### src/design/rth_pkg.sv
// shared constants and types of the rgb to hsl converter
package rth_pkg;

  localparam int CHANNEL_BITS_DEF = 8;
  localparam int HUE_BITS         = 11;
  localparam int HUE_FRAC_BITS    = 8;

  typedef enum logic [1:0] {
    SEC_RED,
    SEC_RED_WRAP,
    SEC_GREEN,
    SEC_BLUE
  } rth_sector_t;

endpackage

### src/design/rth_prep.sv
// front stages: max, min, sector, lightness and divider operands
module rth_prep #(
  parameter int CHANNEL_BITS = rth_pkg::CHANNEL_BITS_DEF
) (
  input  logic                            clk,
  input  logic                            rst,
  input  logic                            in_valid,
  output logic                            in_ready,
  input  logic [CHANNEL_BITS-1:0]         red,
  input  logic [CHANNEL_BITS-1:0]         green,
  input  logic [CHANNEL_BITS-1:0]         blue,
  output logic                            out_valid,
  input  logic                            out_ready,
  output logic [CHANNEL_BITS-1:0]         hue_rem,
  output logic [rth_pkg::HUE_BITS-1:0]    hue_q,
  output logic [CHANNEL_BITS-1:0]         hue_d,
  output logic [CHANNEL_BITS+1:0]         sat_rem,
  output logic [CHANNEL_BITS-1:0]         sat_q,
  output logic [CHANNEL_BITS+1:0]         sat_d,
  output logic [CHANNEL_BITS:0]           lit,
  output logic                            grey
);
  import rth_pkg::*;

  localparam int CB = CHANNEL_BITS;
  localparam logic [CB:0] FULL = {1'b0, {CB{1'b1}}};

  // stage one
  logic              v1;
  logic              ready1;
  logic [CB-1:0]     d1;
  logic [CB:0]       sum1;
  logic [CB:0]       off1;
  rth_sector_t       sec1;

  logic [CB-1:0]     mx;
  logic [CB-1:0]     mn;
  rth_sector_t       sec_next;
  logic [CB:0]       off_next;

  // stage two
  logic              ready2;
  logic [CB+2:0]     kd;
  logic [CB+3:0]     num_w;
  logic [CB+2:0]     num;
  logic [CB:0]       den_w;
  logic [CB-1:0]     den;
  logic [2*CB+1:0]   n_sat;

  assign ready2   = !out_valid || out_ready;
  assign ready1   = !v1 || ready2;
  assign in_ready = ready1;

  always_comb begin
    mx = red;
    mn = red;
    if (green > mx) mx = green;
    if (blue > mx)  mx = blue;
    if (green < mn) mn = green;
    if (blue < mn)  mn = blue;
    if (red == mx) begin
      sec_next = (green < blue) ? SEC_RED_WRAP : SEC_RED;
      off_next = {1'b0, green} - {1'b0, blue};
    end else if (green == mx) begin
      sec_next = SEC_GREEN;
      off_next = {1'b0, blue} - {1'b0, red};
    end else begin
      sec_next = SEC_BLUE;
      off_next = {1'b0, red} - {1'b0, green};
    end
  end

  always_ff @(posedge clk) begin
    if (rst) begin
      v1 <= 1'b0;
    end else if (ready1) begin
      v1 <= in_valid;
    end
  end

  always_ff @(posedge clk) begin
    if (ready1 && in_valid) begin
      d1   <= mx - mn;
      sum1 <= {1'b0, mx} + {1'b0, mn};
      off1 <= off_next;
      sec1 <= sec_next;
    end
  end

  always_comb begin
    unique case (sec1)
      SEC_RED:      kd = '0;
      SEC_RED_WRAP: kd = {1'b0, d1, 2'b00} + {2'b00, d1, 1'b0};
      SEC_GREEN:    kd = {2'b00, d1, 1'b0};
      SEC_BLUE:     kd = {1'b0, d1, 2'b00};
      default:      kd = '0;
    endcase
    num_w = {1'b0, kd} + {{3{off1[CB]}}, off1};
    num   = num_w[CB+2:0];
    den_w = (sum1 > FULL) ? ({FULL[CB-1:0], 1'b0} - sum1) : sum1;
    den   = den_w[CB-1:0];
    n_sat = {1'b0, d1, {(CB+1){1'b0}}} - {{(CB+1){1'b0}}, d1, 1'b0}
          + {{(CB+2){1'b0}}, den};
  end

  always_ff @(posedge clk) begin
    if (rst) begin
      out_valid <= 1'b0;
    end else if (ready2) begin
      out_valid <= v1;
    end
  end

  always_ff @(posedge clk) begin
    if (ready2 && v1) begin
      hue_rem <= num[CB+2:3];
      hue_q   <= {num[2:0], {HUE_FRAC_BITS{1'b0}}};
      hue_d   <= d1;
      sat_rem <= n_sat[2*CB+1:CB];
      sat_q   <= n_sat[CB-1:0];
      sat_d   <= {1'b0, den, 1'b0};
      lit     <= sum1;
      grey    <= (d1 == '0);
    end
  end

endmodule

### src/design/rth_cell.sv
// one divider cell: one quotient bit of hue and of saturation per beat, each only where its enable is set
module rth_cell #(
  parameter int CHANNEL_BITS = rth_pkg::CHANNEL_BITS_DEF,
  parameter bit HUE_EN       = 1'b1,
  parameter bit SAT_EN       = 1'b1
) (
  input  logic                            clk,
  input  logic                            rst,
  input  logic                            in_valid,
  output logic                            in_ready,
  input  logic [CHANNEL_BITS-1:0]         hue_rem_in,
  input  logic [rth_pkg::HUE_BITS-1:0]    hue_q_in,
  input  logic [CHANNEL_BITS-1:0]         hue_d_in,
  input  logic [CHANNEL_BITS+1:0]         sat_rem_in,
  input  logic [CHANNEL_BITS-1:0]         sat_q_in,
  input  logic [CHANNEL_BITS+1:0]         sat_d_in,
  input  logic [CHANNEL_BITS:0]           lit_in,
  input  logic                            grey_in,
  output logic                            out_valid,
  input  logic                            out_ready,
  output logic [CHANNEL_BITS-1:0]         hue_rem,
  output logic [rth_pkg::HUE_BITS-1:0]    hue_q,
  output logic [CHANNEL_BITS-1:0]         hue_d,
  output logic [CHANNEL_BITS+1:0]         sat_rem,
  output logic [CHANNEL_BITS-1:0]         sat_q,
  output logic [CHANNEL_BITS+1:0]         sat_d,
  output logic [CHANNEL_BITS:0]           lit,
  output logic                            grey
);
  import rth_pkg::*;

  localparam int CB = CHANNEL_BITS;

  logic [CB-1:0]       hue_rem_next;
  logic [HUE_BITS-1:0] hue_q_next;
  logic [CB+1:0]       sat_rem_next;
  logic [CB-1:0]       sat_q_next;

  assign in_ready = !out_valid || out_ready;

  generate
    if (HUE_EN) begin : g_hue
      logic [CB:0] cand;
      logic [CB:0] diff;
      logic        ge;
      always_comb begin
        cand         = {hue_rem_in, hue_q_in[HUE_BITS-1]};
        ge           = (cand >= {1'b0, hue_d_in});
        diff         = cand - {1'b0, hue_d_in};
        hue_rem_next = ge ? diff[CB-1:0] : cand[CB-1:0];
        hue_q_next   = {hue_q_in[HUE_BITS-2:0], ge};
      end
    end else begin : g_hue_pass
      assign hue_rem_next = hue_rem_in;
      assign hue_q_next   = hue_q_in;
    end

    if (SAT_EN) begin : g_sat
      logic [CB+2:0] cand;
      logic [CB+2:0] diff;
      logic          ge;
      always_comb begin
        cand         = {sat_rem_in, sat_q_in[CB-1]};
        ge           = (cand >= {1'b0, sat_d_in});
        diff         = cand - {1'b0, sat_d_in};
        sat_rem_next = ge ? diff[CB+1:0] : cand[CB+1:0];
        sat_q_next   = {sat_q_in[CB-2:0], ge};
      end
    end else begin : g_sat_pass
      assign sat_rem_next = sat_rem_in;
      assign sat_q_next   = sat_q_in;
    end
  endgenerate

  always_ff @(posedge clk) begin
    if (rst) begin
      out_valid <= 1'b0;
    end else if (in_ready) begin
      out_valid <= in_valid;
    end
  end

  always_ff @(posedge clk) begin
    if (in_ready && in_valid) begin
      hue_rem <= hue_rem_next;
      hue_q   <= hue_q_next;
      hue_d   <= hue_d_in;
      sat_rem <= sat_rem_next;
      sat_q   <= sat_q_next;
      sat_d   <= sat_d_in;
      lit     <= lit_in;
      grey    <= grey_in;
    end
  end

endmodule

### src/design/rgb_to_hsl.sv
// rgb to hsl converter top level: front stages and a row of divider cells
//
//   channel  dir  fields (low bit up)
//   s_axis   in   red, green, blue
//   m_axis   out  hue, saturation, lightness
//
// one beat per cycle sustained while the output is not stalled; a beat passes the front
// stages and then the row of divider cells, one quotient bit per cell.
// every stage holds its own valid bit, so a stalled output lets empty stages
// upstream keep filling; reset clears only the valid bits.
module rgb_to_hsl #(
  parameter int CHANNEL_BITS = rth_pkg::CHANNEL_BITS_DEF
) (
  input  logic                                         clk,
  input  logic                                         rst,
  input  logic                                         s_tvalid,
  output logic                                         s_tready,
  // red, green, blue
  input  logic [((3*CHANNEL_BITS+7)/8)*8-1:0]          s_tdata,
  output logic                                         m_tvalid,
  input  logic                                         m_tready,
  // hue, saturation, lightness
  output logic [((2*CHANNEL_BITS+rth_pkg::HUE_BITS+1+7)/8)*8-1:0] m_tdata
);
  import rth_pkg::*;

  localparam int CB    = CHANNEL_BITS;
  localparam int NSTEP = (HUE_BITS > CB) ? HUE_BITS : CB;
  localparam int OUT_W = ((2*CB+HUE_BITS+1+7)/8)*8;

  logic [NSTEP:0]                valid;
  logic [NSTEP:0]                ready;
  logic [NSTEP:0][CB-1:0]        hue_rem;
  logic [NSTEP:0][HUE_BITS-1:0]  hue_q;
  logic [NSTEP:0][CB-1:0]        hue_d;
  logic [NSTEP:0][CB+1:0]        sat_rem;
  logic [NSTEP:0][CB-1:0]        sat_q;
  logic [NSTEP:0][CB+1:0]        sat_d;
  logic [NSTEP:0][CB:0]          lit;
  logic [NSTEP:0]                grey;

  logic [HUE_BITS-1:0]           hue_out;
  logic [CB-1:0]                 sat_out;

  rth_prep #(
    .CHANNEL_BITS(CB)
  ) u_prep (
    .clk      (clk),
    .rst      (rst),
    .in_valid (s_tvalid),
    .in_ready (s_tready),
    .red      (s_tdata[CB-1:0]),
    .green    (s_tdata[2*CB-1:CB]),
    .blue     (s_tdata[3*CB-1:2*CB]),
    .out_valid(valid[0]),
    .out_ready(ready[0]),
    .hue_rem  (hue_rem[0]),
    .hue_q    (hue_q[0]),
    .hue_d    (hue_d[0]),
    .sat_rem  (sat_rem[0]),
    .sat_q    (sat_q[0]),
    .sat_d    (sat_d[0]),
    .lit      (lit[0]),
    .grey     (grey[0])
  );

  generate
    for (genvar i = 0; i < NSTEP; i++) begin : g_cell
      rth_cell #(
        .CHANNEL_BITS(CB),
        .HUE_EN      (i < HUE_BITS),
        .SAT_EN      (i < CB)
      ) u_cell (
        .clk       (clk),
        .rst       (rst),
        .in_valid  (valid[i]),
        .in_ready  (ready[i]),
        .hue_rem_in(hue_rem[i]),
        .hue_q_in  (hue_q[i]),
        .hue_d_in  (hue_d[i]),
        .sat_rem_in(sat_rem[i]),
        .sat_q_in  (sat_q[i]),
        .sat_d_in  (sat_d[i]),
        .lit_in    (lit[i]),
        .grey_in   (grey[i]),
        .out_valid (valid[i+1]),
        .out_ready (ready[i+1]),
        .hue_rem   (hue_rem[i+1]),
        .hue_q     (hue_q[i+1]),
        .hue_d     (hue_d[i+1]),
        .sat_rem   (sat_rem[i+1]),
        .sat_q     (sat_q[i+1]),
        .sat_d     (sat_d[i+1]),
        .lit       (lit[i+1]),
        .grey      (grey[i+1])
      );
    end
  endgenerate

  assign ready[NSTEP] = m_tready;
  assign m_tvalid     = valid[NSTEP];

  // grey pixels carry no hue or saturation
  assign hue_out = grey[NSTEP] ? '0 : hue_q[NSTEP];
  assign sat_out = grey[NSTEP] ? '0 : sat_q[NSTEP];
  assign m_tdata = OUT_W'({lit[NSTEP], sat_out, hue_out});

endmodule

### config.mk
export PLATFORM = sky130hd
export DESIGN_NAME = rgb_to_hsl
export DESIGN_NICKNAME = d
export VERILOG_FILES = /design/src/design/rth_pkg.sv /design/src/design/rth_prep.sv /design/src/design/rth_cell.sv /design/src/design/rgb_to_hsl.sv
export SDC_FILE = /design/constraint.sdc
export NUM_CORES = 1
export LEC_CHECK = 0
export BUFFER_PORTS_ARGS = -buffer_cell sky130_fd_sc_hd__buf_2
export CAP_MARGIN = 20
export CORE_AREA = 4 4 267 269
export CTS_CLUSTER_SIZE = 16
export DETAILED_ROUTE_END_ITERATION = 8
export DIE_AREA = 0 0 271 273
export PLACE_DENSITY = 0.7
export SYNTH_ARGS = -nofsm -noshare
export SYNTH_HDL_FRONTEND = slang
export SYNTH_SLANG_ARGS = --single-unit
### constraint.sdc
create_clock -name clk -period 6.8 [get_ports clk]
set_input_delay 1.36 -clock clk [delete_from_list [all_inputs] [get_ports clk]]
set_output_delay 1.36 -clock clk [all_outputs]
set_load 0.01 [all_outputs]
== After elaboration in Yosys (flattened, before gate mapping) ==
Index checks and enable logic that the tools add are counted.

* $add $sub $neg: 27
* $lt $le $gt $ge: 25
* Eq/ne operators: 5
* Multiplexer cells: 30
* Reductions and logical operators: 41

{| class="wikitable"
|+ Operators by type and width
! operator !! count
|-
| $mux W8 || 16
|-
| $ge A9 B8 Y1 || 11
|-
| $ge A11 B9 Y1 || 8
|-
| $sub A8 B8 Y8 || 11
|-
| $mux W10 || 7
|-
| $sub A10 B9 Y10 || 7
|-
| $pmux W11 S4 || 1
|-
| $sub A8 B8 Y9 || 3
|-
| $lt A8 B8 Y1 || 3
|-
| $add A18 B8 Y18 || 1
|-
| $mux W9 || 2
|-
| $sub A17 B9 Y18 || 1
|-
| $eq A8 B8 Y1 || 2
|-
| $gt A8 B8 Y1 || 2
|-
| $logic_and A1 B1 Y1 || 13
|-
| $logic_not A1 Y1 || 13
|-
| $logic_or A1 B1 Y1 || 13
|-
| $add A10 B9 Y11 || 1
|-
| $add A11 B11 Y11 || 1
|-
| $mux W11 || 1
|-
| $add A8 B8 Y9 || 1
|-
| $gt A9 B8 Y1 const B || 1
|-
| $logic_not A8 Y1 || 1
|-
| $sub A8 B8 Y8 const A || 1
|-
| 5 further kinds || 7
|}

* Flip-flop bits (word level): 649
* Input bits: 28
* Output and inout bits: 34
* Logic and storage cells: 238

== Depth between registers and ports, before layout ==
Gate-level depths: netlist of the first run.

* Depth in word-level cells: 15
* Depth in mapped cells: 27

== Cells and area by module ==
Synthesis of the first run repeated with hierarchy kept, for this count alone.

* Cell total of the unflattened synthesis: 2,772
* Area, all modules: 39,319.0 um2

{| class="wikitable"
|+ Modules (own cells, without submodules)
! module !! instances !! cells each !! area each (um2) !! sequential area each (um2)
|-
| rth_cell at g_cell[2].u_cell ... || 4 || 203 || 3,086.7 || 1,971.9
|-
| rth_prep || 1 || 698 || 7,036.7 || 2,412.3
|-
| rth_cell at g_cell[0].u_cell ... || 2 || 205 || 3,030.4 || 1,971.9
|-
| rth_cell at g_cell[8].u_cell ... || 2 || 138 || 2,512.4 || 1,971.9
|-
| rth_cell at g_cell[5].u_cell || 1 || 211 || 3,100.5 || 1,971.9
|-
| rth_cell at g_cell[1].u_cell || 1 || 204 || 3,046.7 || 1,971.9
|-
| rth_cell at g_cell[10].u_cell || 1 || 136 || 2,532.4 || 1,971.9
|-
| rgb_to_hsl || 1 || 25 || 170.2 || 0.0
|}

== Worst setup path before layout of the first run ==
Ideal clock, no wire load.

* Path type: input -> register
* Start: input port m_tready
* End: register g_cell[0].u_cell.grey (enable)
* Arrival time: 6.390 ns
* Slack: -0.132 ns
* Stages on the path: 8
* Path through: nor2b_1 and3_1 and3_1 and3_1 and3_1 and2_1 clkbuf_1 a21boi_0

* Cells in the longest elaborated chain, start to end: 12

{| class="wikitable"
|+ RTL lines
! item !! line !! RTL
|-
| from (decl) || rgb_to_hsl.sv:21 || <nowiki>input logic m_tready,</nowiki>
|-
| $logic_or A1 B1 Y1 (11 in series) || rth_cell.sv:39 || <nowiki>assign in_ready = !out_valid || out_ready;</nowiki>
|-
| $logic_and A1 B1 Y1 || rth_cell.sv:84 || <nowiki>if (in_ready && in_valid) begin</nowiki>
|-
| to (signal assigned) || rth_cell.sv:92 || <nowiki>grey <= grey_in;</nowiki>
|-
| to (decl) || rth_cell.sv:28 || <nowiki>output logic grey</nowiki>
|}

No other way between the ends.
A chain may end at the register's enable or synchronous reset.

== Final worst setup path of the first run ==
* Start: input port s_tdata[13]
* End: register u_prep.sum1[8], data pin

* Cells in the longest elaborated chain, start to end: 5
* Elaborated cells on any way between the ends: 9
* Those cells by class: 1 x add/sub; 4 x order compare; 4 x mux

{| class="wikitable"
|+ RTL lines
! item !! line !! RTL
|-
| from (decl) || rgb_to_hsl.sv:19 || <nowiki>input logic [((3*CHANNEL_BITS+7)/8)*8-1:0] s_tdata,</nowiki>
|-
| $gt A8 B8 Y1 / $lt A8 B8 Y1 (equally long branches) || rth_prep.sv:57, rth_prep.sv:59 ||
|-
| $mux W8 (on tied branches) || rth_prep.sv:57, rth_prep.sv:59 ||
|-
| $gt A8 B8 Y1 / $lt A8 B8 Y1 (equally long branches) || rth_prep.sv:58, rth_prep.sv:60 ||
|-
| $mux W8 (on tied branches) || rth_prep.sv:58, rth_prep.sv:60 ||
|-
| $add A8 B8 Y9 * || rth_prep.sv:84 || <nowiki>sum1 <= {1'b0, mx} + {1'b0, mn};</nowiki>
|-
| to (signal assigned) || rth_prep.sv:84 ||
|-
| to (decl) || rth_prep.sv:32 || <nowiki>logic [CB:0] sum1;</nowiki>
|}

Mark *: on every way between the ends. The rest lies on a longest branch, timed or not.

==> results of run 1 <==
cells in the final DEF (no fill, tap or decap), types with 14 or more instances in the layout:
cell type,n
edfxtp_1,608
ha_1,238
o21a_1,14
nand3_1,20
nand2b_1,38
nor3_1,20
clkinv_1,14
nor2b_1,69
mux2_2,67
inv_1,305
fa_1,24
nand2_1,106
mux2i_1,27
nand4_1,32
o21ai_0,128
xor2_1,41
buf_2,57
buf_4,18
xnor2_1,108
a21o_1,31
clkbuf_16,57
nor2_1,197
a21boi_0,40
a21oi_1,130
per-layer routing:
metal  GRT usage (%)  up-vias  share of wire, %
met5               0        -                 0
met1           15.49     8458                40
met2           27.92      285                54
met3           2.054      103               3.2
met4           5.407        0               3.4
li1                -     8809                 -
layout make-up:
| class | instances | area, um^2 |
|---|---|---|
| fill | 5766 | 34440 |
| sequential | 621 | 18520 |
| multi-input combinational | 1460 | 11080 |
| clock buffer | 67 | 1464 |
| tap | 931 | 1165 |
| inverter | 309 | 1160 |
| timing repair buffer | 75 | 420.4 |
| clock inverter | 39 | 336.6 |
worst min-delay path by stage:
stage	start	endpoint	slack, ps	cells past startpoint
final	g_cell[3].u_cell.hue_q[1]$_DFFE_PP_	g_cell[4].u_cell.hue_q[2]$_DFFE_PP_	400	0
after global routing	g_cell[3].u_cell.hue_q[1]$_DFFE_PP_	g_cell[4].u_cell.hue_q[2]$_DFFE_PP_	400	0
after CTS	g_cell[3].u_cell.hue_q[1]$_DFFE_PP_	g_cell[4].u_cell.hue_q[2]$_DFFE_PP_	400	0
after detailed placement	u_prep.lit[4]$_DFFE_PP_	g_cell[0].u_cell.lit[4]$_DFFE_PP_	400	0
after global placement	g_cell[6].u_cell.grey$_DFFE_PP_	g_cell[7].u_cell.grey$_DFFE_PP_	400	0
after floorplan	u_prep.grey$_DFFE_PP_	g_cell[0].u_cell.grey$_DFFE_PP_	400	0
per-stage QoR:
stage                     std cells  power, W  hold slack, ps  utilization, %
after floorplan                2416  0.006732           400.3               -
after global placement         3395  0.007263           400.5           47.14
after detailed placement       3396  0.007358           404.5           47.15
after CTS                      3502   0.01043           395.3           49.78
after global routing           3502   0.01094           403.4           49.78
final                          3502   0.01034           400.3           49.78
cells by family after synthesis:
group	Yosys count	synth area share [%]
compound gates	431	8.652
xor+xnor	149	4.244
other cells	1	0.01220
simple gates	520	8.143
mux	94	3.333
buf+inv	335	4.139
fa+ha+maj	262	11.25
flops	621	60.23
sequential cells by signal, indices dropped and copies added (netlist names), 2 cells and up:
| register | count |
|---|---|
| g_cell.u_cell.grey | 11 |
| g_cell.u_cell.hue_d | 70 |
| g_cell.u_cell.hue_q | 69 |
| g_cell.u_cell.hue_rem | 80 |
| g_cell.u_cell.lit | 99 |
| g_cell.u_cell.out_valid | 11 |
| g_cell.u_cell.sat_d | 49 |
| g_cell.u_cell.sat_q | 81 |
| g_cell.u_cell.sat_rem | 70 |
| u_prep.d1 | 7 |
| u_prep.hue_d | 7 |
| u_prep.hue_q | 3 |
| u_prep.hue_rem | 8 |
| u_prep.lit | 9 |
| u_prep.off1 | 9 |
| u_prep.sat_d | 7 |
| u_prep.sat_q | 7 |
| u_prep.sat_rem | 10 |
| u_prep.sec1 | 2 |
| u_prep.sum1 | 9 |
power breakdown:
group          total [W]  internal (W)  switching (W)
clock network    0.00305       0.00170        0.00135
registers        0.00481       0.00462       0.000191
logic            0.00248       0.00109        0.00139
critical path: stages:
cell	delay, ps
buf_2	170
inv_1	60
ha_1	410
nand3_4	150
nor2_1	210
a211oi_4	70
nor2_4	320
mux2i_1	450
ha_1	330
a21o_1	170
a21oi_1	130
nor2b_1	60
or3_1	330
nor3_1	180
or2_1	200
nand2_1	70
o21ai_1	170
ha_1	370
nor2b_1	170
o21ai_0	170
nand2b_1	120
a221oi_1	380
o21ai_0	140
a21o_1	190
==> flow_summary.yaml, run 1 <==
global_route:
  grt_first_pass_wirelength_um: 87970
  grt_pass1_vias: 18421
  antenna_found_initial: 0
  track_usage_pct: 14.26
  grt_overflow_total: 0
  grt_max_degree: 57
floorplan:
  core-area_mm2: 0.06859
  rows: 96
  die_h_um: 273
  die_area_mm2: 0.07398
  initial_core_util_pct: 44.83
  io_pins: 62
  dieWidth_um: 271
clocking:
  cts_tree: "built"
  clk_latency_ps: 620
  clk_pin_slew_ps: 60
  hold_buffers: 0
  postCtsSetupRepairBufs: 0
  ctsHtreeMaxLevel: 2
  cts_sinks: 621
  numCtsBuffers: 57
  post_cts_resized: 0
  cts_buffer_depth: 3
  cts_root_buf: "clkbuf_16"
sta:
  setup_ws_ps: 786.5
  grt_setup_unrepaired: "false"
  setup_viol: 0
  maxSlewViolCount: 0
  fin_crit_ps: 6014
  fin_skew_ps: 23.78
  timing.fmax_mhz: 166.3
  tns_ps: 0
  timing.final.crit_share_pct: 88.43
  tightestPinTransition_ps: 776.3
  slew_headroom_pct: 48.05
  hold_viol_final: 0
detailed_routing:
  avgViaCountPerCell: 5.041
  drc: 0
  drt_wl_total_um: 52100
  ant_nets: 0
  first_pass_iters: 5
  drtIter0Drc: 922
  wl_per_cell_um: 14.88
  vias: 17655
placement:
  port_buffers: 57
  place.gp.congestion: 0.8879
  dp_slack_ps: 270.2
  hpwlAfterDp_um: 39400
  placed_area_mm2: 0.03234
synthesis:
  seq_area_frac_synth_pct: 60.23
  yosys_warnings: 0
  avgSynthCellArea_um2: 12.74
  async_flop_share_pct: 0
  synthTopCellsByArea: "edfxtp_1, ha_1, inv_1"
  netlist_top_cells_count: "edfxtp_1, inv_1, ha_1"
  synth_area_mm2: 0.03075
  synth_edf_count: 608
  synth_cell_types: 66
  yosys_most_used_dff: "edfxtp_1"
  synth_seq_cells: 621
  synth_top_area_share_pct: 59.38
  synth_most_common_cell: "edfxtp_1"
  yosys.area.top_type: "edfxtp_1"
  synthCells: 2413
cells_and_area:
  diodes: 0
  area_growth_pct: 11.04
  final_cell_area_mm2: 0.03414
  final_nets: 2814
  drive_above_1_share_pct: 9.996
worst_setup_path:
  worstSetupStartpointType: "input pin"
  rrSetupSlack_ps: 2490
  crit_end: "u_prep.sum1[8]$_DFFE_PP_"
  end_kind: "register"
  crit_type: "input pin to register"
  timing.rr.end: "u_prep.sat_rem[6]$_DFFE_PP_"
  path_max_fanout: 9
  r2r_start: "u_prep.sum1[0]$_DFFE_PP_"
  cp.arrival_ps: 6380
  startpoint: "s_tdata[13]"
  required_ps: 7170
  reg2regPathDepth: 16
power:
  power_density_mw_per_mm2: 302.8
  irDropWorstVdd_v: 0.0002411
  power.leakage_nw: 13.13
outcome:
  status: "complete, no violations"
hold_path:
  hold_path_class: "register to register"
flow_run:
  max_cap_viol_count: 0
(Power assumes the default switching activity.)
==> run 2, diff against run 1 <==
Settings changed: GPL_TIMING_DRIVEN from default to 0.
==> run 2 against run 1 <==
Hold slack improved by 4.9 ps. Largest cell class unchanged. Clock skew is 4.5 ps lower. Die area is the same. Critical path depth grew 3. Highest routed layer unchanged.
==> flow_summary.yaml, run 2 (synthesized netlist as in run 1, its figures left out) <==
clocking:
  cts_root_buf: "clkbuf_16"
  ctsHtreeMaxLevel: 2
  cts_sinks: 621
  numCtsBuffers: 60
  clk_latency_ps: 620
  cts_buffer_depth: 3
  clk_pin_slew_ps: 60
  hold_buffers: 0
  cts_tree: "built"
sta:
  setup_ws_ps: 448.4
  maxSlewViolCount: 0
  timing.fmax_mhz: 157.4
  slew_headroom_pct: 40.12
  fin_skew_ps: 19.32
  setup_viol: 0
  fin_crit_ps: 6352
  timing.final.crit_share_pct: 93.41
  grt_setup_unrepaired: "false"
  hold_viol_final: 0
  hold_slack_ps: 405.3
  tightestPinTransition_ps: 892.9
cells_and_area:
  fillCellCount: 5683
  drive_above_1_share_pct: 10.54
  final_cell_area_mm2: 0.03473
  area_growth_pct: 12.95
  registers.top_by_ff_count: "g_cell.u_cell.lit"
  largest_register_ffs: 99
  finalNonFillerCells: 3531
  reg_top3: "g_cell.u_cell.lit (99), g_cell.u_cell.sat_q (81), g_cell.u_cell.hue_rem (80)"
  layout_commonest_cell: "edfxtp_1"
  mostFrequentLayoutCells: "edfxtp_1, inv_1, ha_1"
  final_nets: 2839
  diodes: 0
detailed_routing:
  wl_met1_um: 20600
  first_pass_iters: 5
  wl_met3_um: 1768
  drtIter0Drc: 776
  vias: 17795
  wl_per_cell_um: 14.79
  routed.top_layer: "met4"
  met2WireLength_um: 28070
  drc: 0
  avgViaCountPerCell: 5.040
  ant_nets: 0
  drt_wl_total_um: 52230
flow_run:
  max_cap_viol_count: 0
floorplan:
  core-area_mm2: 0.06859
  initial_core_util_pct: 44.83
  die_h_um: 273
  dieWidth_um: 271
  rows: 96
  io_pins: 62
  die_area_mm2: 0.07398
placement:
  port_buffers: 57
  dp_slack_ps: -586.3
  hpwlAfterDp_um: 39620
  place.gp.congestion: 0.9136
  placed_cells: 3417
  placed_area_mm2: 0.03257
hold_path:
  hold_path_class: "register to register"
worst_setup_path:
  path_max_fanout: 10
  crit_type: "input pin to register"
  end_kind: "register"
  required_ps: 7170
  cp.arrival_ps: 6720
  worstSetupStartpointType: "input pin"
power:
  power.leakage_nw: 13.36
  power_density_mw_per_mm2: 310.2
  fin_total_pwr_w: 0.01077
  irDropWorstVdd_v: 0.0002090
global_route:
  track_usage_pct: 14.17
  grt_first_pass_wirelength_um: 88150
  grt_pass1_vias: 18669
  grt_max_degree: 39
  antenna_found_initial: 0
  grt_overflow_total: 0
outcome:
  status: "complete, no violations"
[run 2: cell types whose count changed in the layout (fill, tap and decap cells not counted), moves of 2 or more]
cell / delta
clkbuf_1: +20
buf_4: -13
buf_12: +12
bufinv_16: +7
clkinv_1: -7
clkbuf_16: +4
clkbuf_8: +4
clkinv_4: +4
clkinv_2: -3
inv_6: -3
buf_8: +2
[run 2: metal layers]
metal	up-vias	global-route usage, %
met5	-	0
met4	0	5.654
met2	319	27.52
li1	8854	-
met1	8494	15.36
met3	128	2.186
[run 2: worst paths after layout]
kind	endpoint	depth (start not counted)	startpoint	slack (ps)
setup / recovery	u_prep.sum1[8]$_DFFE_PP_	27	s_tdata[14]	450
setup reg to reg	u_prep.sat_rem[6]$_DFFE_PP_	16	u_prep.sum1[0]$_DFFE_PP_	2340
hold / removal	g_cell[4].u_cell.hue_q[1]$_DFFE_PP_	0	g_cell[3].u_cell.hue_q[0]$_DFFE_PP_	410
hold reg to reg	g_cell[4].u_cell.hue_q[1]$_DFFE_PP_	0	g_cell[3].u_cell.hue_q[0]$_DFFE_PP_	410
[run 2: what timing repair did]
action / CTS / global route
endpoints found under the setup margin: 0 / 5
hold endpoints to repair: 0 / 0
setup buffers: 0 / 2
gates resized for setup: 0 / 3
[run 2: power breakdown]
part,internal (W),total [W],switching (W)
Clock,0.00211,0.00349,0.00138
Sequential,0.00462,0.00480,0.000184
Combinational,0.00109,0.00248,0.00138
Total,0.00782,0.0108,0.00295
[run 2: final cells by class]
type / instances / area (um^2) / share of cell area [%]
Tap cell: 931 / 1165 / 3.354
Clock buffer: 75 / 1619 / 4.662
Inverter: 309 / 1160 / 3.340
Buffer: 25 / 110.1 / 0.3171
Sequential cell: 621 / 18520 / 53.32
Clock inverter: 38 / 511.7 / 1.474
Timing Repair Buffer: 72 / 563.0 / 1.621
Multi-Input combinational cell: 1460 / 11080 / 31.91
[run 2: stage by stage]
stage               TNS, ps  util (%)
floorplan                 0         -
global placement    -136510     46.96
detailed placement    -2413     47.49
CTS                       0     50.59
global route              0     50.63
finish                    0     50.63
[run 2: critical path, cell delays in order]
cell,delay (ps)
buf_2,210
inv_1,70
ha_1,420
nand3_4,150
nor2_1,220
a211oi_4,70
buf_12,150
nor2_4,290
mux2i_1,360
ha_1,310
a21o_1,160
a21oi_1,130
nor2b_1,70
or3_1,340
nor3_1,140
or2_1,200
clkbuf_2,230
nand2_1,70
o21ai_1,160
ha_1,280
clkbuf_1,190
nor2b_1,170
o21ai_0,150
nand2b_1,110
a221oi_1,380
o21ai_0,140
a21o_1,190
==> run 3, diff against run 2 <==
Settings changed: ABC_AREA from default to 1, CORE_AREA 4 4 267 269 to 4 4 266 268, CTS_BUF_LIST from default to sky130_fd_sc_hd__clkbuf_4 sky130_fd_sc_hd__clkbuf_8, DIE_AREA 0 0 271 273 to 0 0 270 272.
==> run 3 against run 2 <==
Non-clock buffer count stayed put. Fmax increased by 12%. Highest routed layer unchanged. Largest cell class unchanged. Critical path depth unchanged. Sequential share of layout area increased by 1.2 points. Synthesized area is 0.93% lower.
==> flow_summary.yaml, run 3 <==
detailed_routing:
  wl_per_cell_um: 13.09
  first_pass_iters: 5
  drt_wl_total_um: 49490
  drtIter0Drc: 743
  drc: 0
  ant_nets: 0
  avgViaCountPerCell: 4.788
  vias: 18105
synthesis:
  yosys_warnings: 0
  async_flop_share_pct: 0
  synth_most_common_cell: "edfxtp_1"
  synth_seq_cells: 621
  netlist_top_cells_count: "edfxtp_1, inv_1, nand2_1"
  yosys.area.top_type: "edfxtp_1"
  seq_area_frac_synth_pct: 60.80
  synthCells: 2654
  synth_edf_count: 608
  synth_area_mm2: 0.03046
  synthTopCellsByArea: "edfxtp_1, ha_1, inv_1"
  yosys_most_used_dff: "edfxtp_1"
  avgSynthCellArea_um2: 11.48
  synth_cell_types: 50
  synth_top_area_share_pct: 59.94
clocking:
  cts_buffer_depth: 3
  cts_tree: "built"
  postCtsSetupRepairBufs: 0
  numCtsBuffers: 97
  clk_pin_slew_ps: 60
  ctsHtreeMaxLevel: 3
  cts_root_buf: "clkbuf_8"
  post_cts_resized: 0
  cts_sinks: 621
  clk_latency_ps: 680
  hold_buffers: 0
worst_setup_path:
  path_max_fanout: 10
  rrSetupSlack_ps: 2580
  worstSetupStartpointType: "input pin"
  crit_type: "input pin to register"
  reg2regPathDepth: 20
  cp.arrival_ps: 6180
  end_kind: "register"
  required_ps: 7320
hold_path:
  hold_path_class: "register to register"
  hold_path_depth: 0
floorplan:
  die_area_mm2: 0.07344
  io_pins: 62
  dieWidth_um: 270
  initial_core_util_pct: 44.57
  die_h_um: 272
  rows: 96
  core-area_mm2: 0.06835
power:
  power.leakage_nw: 13.84
  switching_share_pct: 28.65
  fin_total_pwr_w: 0.009801
  combPwrFrac_pct: 21.3
  clkPwrFrac_pct: 30.4
  p_sw_w: 0.002807
  power_density_mw_per_mm2: 288.3
  irDropWorstVdd_v: 0.0001436
  pwr-share-seq_pct: 48.3
  p_int_w: 0.006993
global_route:
  grt_first_pass_wirelength_um: 83590
  grt_max_degree: 48
  track_usage_pct: 13.67
  antenna_found_initial: 1
  grt_overflow_total: 0
  grt_pass1_vias: 18187
sta:
  setup_viol: 0
  tns_ps: 0
  timing.fmax_mhz: 176.7
  maxSlewViolCount: 0
  fin_skew_ps: 35.67
  timing.final.crit_share_pct: 83.25
  hold_viol_final: 0
  fin_crit_ps: 5661
  tightestPinTransition_ps: 897.5
  slew_headroom_pct: 40.03
  hold_slack_ps: 394.4
  grt_setup_unrepaired: "false"
cells_and_area:
  final_cell_area_mm2: 0.03399
  layout_commonest_cell: "edfxtp_1"
  final_nets: 3113
  reg_top3: "g_cell.u_cell.lit (99), g_cell.u_cell.sat_q (81), g_cell.u_cell.hue_rem (80)"
  area_growth_pct: 11.60
  mostFrequentLayoutCells: "edfxtp_1, inv_1, nand2_1"
  drive_above_1_share_pct: 10.49
  largest_register_ffs: 99
  registers.top_by_ff_count: "g_cell.u_cell.lit"
  fillCellCount: 5943
placement:
  hpwlAfterDp_um: 37880
  place.gp.congestion: 0.8852
  placed_area_mm2: 0.03212
  port_buffers: 57
outcome:
  status: "complete, no violations"
flow_run:
  max_cap_viol_count: 0
run 3: worst paths after layout:
path                                startpoint                           endpoint
max                                s_tdata[14]           u_prep.sum1[8]$_DFFE_PP_
min          g_cell[2].u_cell.lit[5]$_DFFE_PP_  g_cell[3].u_cell.lit[5]$_DFFE_PP_
min reg2reg  g_cell[2].u_cell.lit[5]$_DFFE_PP_  g_cell[3].u_cell.lit[5]$_DFFE_PP_
max reg2reg           u_prep.sum1[0]$_DFFE_PP_        u_prep.sat_rem[8]$_DFFE_PP_
run 3: critical path, stage by stage:
cell      delay (ps)
buf_2            170
inv_1             80
ha_1             340
nand2_1           90
nand2_1           70
a21oi_2          200
nand3_4          190
nand2_2          150
clkbuf_1         320
nand2_1           80
o21ai_0          140
inv_1             80
ha_1             300
nand2_1           90
nor2_1            50
a211oi_1         320
nand2_2          200
inv_1            220
nand2_1           70
o21ai_0          140
inv_1            180
fa_1             490
o31ai_1          390
nand3_1          130
nand2_1          120
a21oi_1           70
o21bai_1         110
run 3: logic make-up (layout without fill, tap and decap cells):
kind of cell / Yosys count / after routing / share of synthesized area, %
AOI/OAI and AO/OA: 449 / 449 / 8.162
and+or+nand+nor: 713 / 713 / 9.616
xor gates and xnor gates: 146 / 146 / 4.198
buffers and inverters: 462 / 702 / 5.862
other: 1 / 6 / 0.01231
adders and majority gates: 262 / 262 / 11.35
DFF: 621 / 621 / 60.80
run 3: area by class of cell:
| type | count | area, um^2 | share of cell area (%) |
|---|---|---|---|
| Multi-Input combinational cell | 1574 | 10230 | 30.09 |
| Clock inverter | 43 | 271.5 | 0.7988 |
| Sequential cell | 621 | 18520 | 54.48 |
| Inverter | 432 | 1622 | 4.771 |
| Buffer | 30 | 163.9 | 0.4822 |
| Tap cell | 882 | 1104 | 3.247 |
| Clock buffer | 130 | 1595 | 4.693 |
| Antenna cell | 2 | 5.005 | 0.01472 |
| Timing Repair Buffer | 67 | 485.5 | 1.428 |
run 3: through the flow:
step / std cells / setup slack, ps / utilization (%)
3_3_place_gp: 3596 / 516.3 / 46.62
5_1_grt: 3781 / 601.6 / 49.73
3_5_place_dp: 3606 / 513.8 / 47.00
4_1_cts: 3779 / 1239 / 49.73
6_report: 3781 / 1139 / 49.73
2_1_floorplan: 2657 / 1467 / -
run 3: power by group through the flow:
| stage | registers, W | logic (W) | clock network, W |
|---|---|---|---|
| 4_1_cts | 0.00474 | 0.00210 | 0.00307 |
| 6_report | 0.00474 | 0.00209 | 0.00298 |
| 2_1_floorplan | 0.00474 | 0.00163 | 0 |
| 3_5_place_dp | 0.00482 | 0.00208 | 0 |
| 3_3_place_gp | 0.00482 | 0.00204 | 0 |
| 5_1_grt | 0.00476 | 0.00239 | 0.00327 |
run 3: metal layers:
metal	GRT usage, %	up-vias	wire, um
li1	-	9441	-
met1	14.63	8305	19720
met2	26.63	256	26740
met3	2.255	103	1701
met4	5.476	0	1329
met5	0	-	0
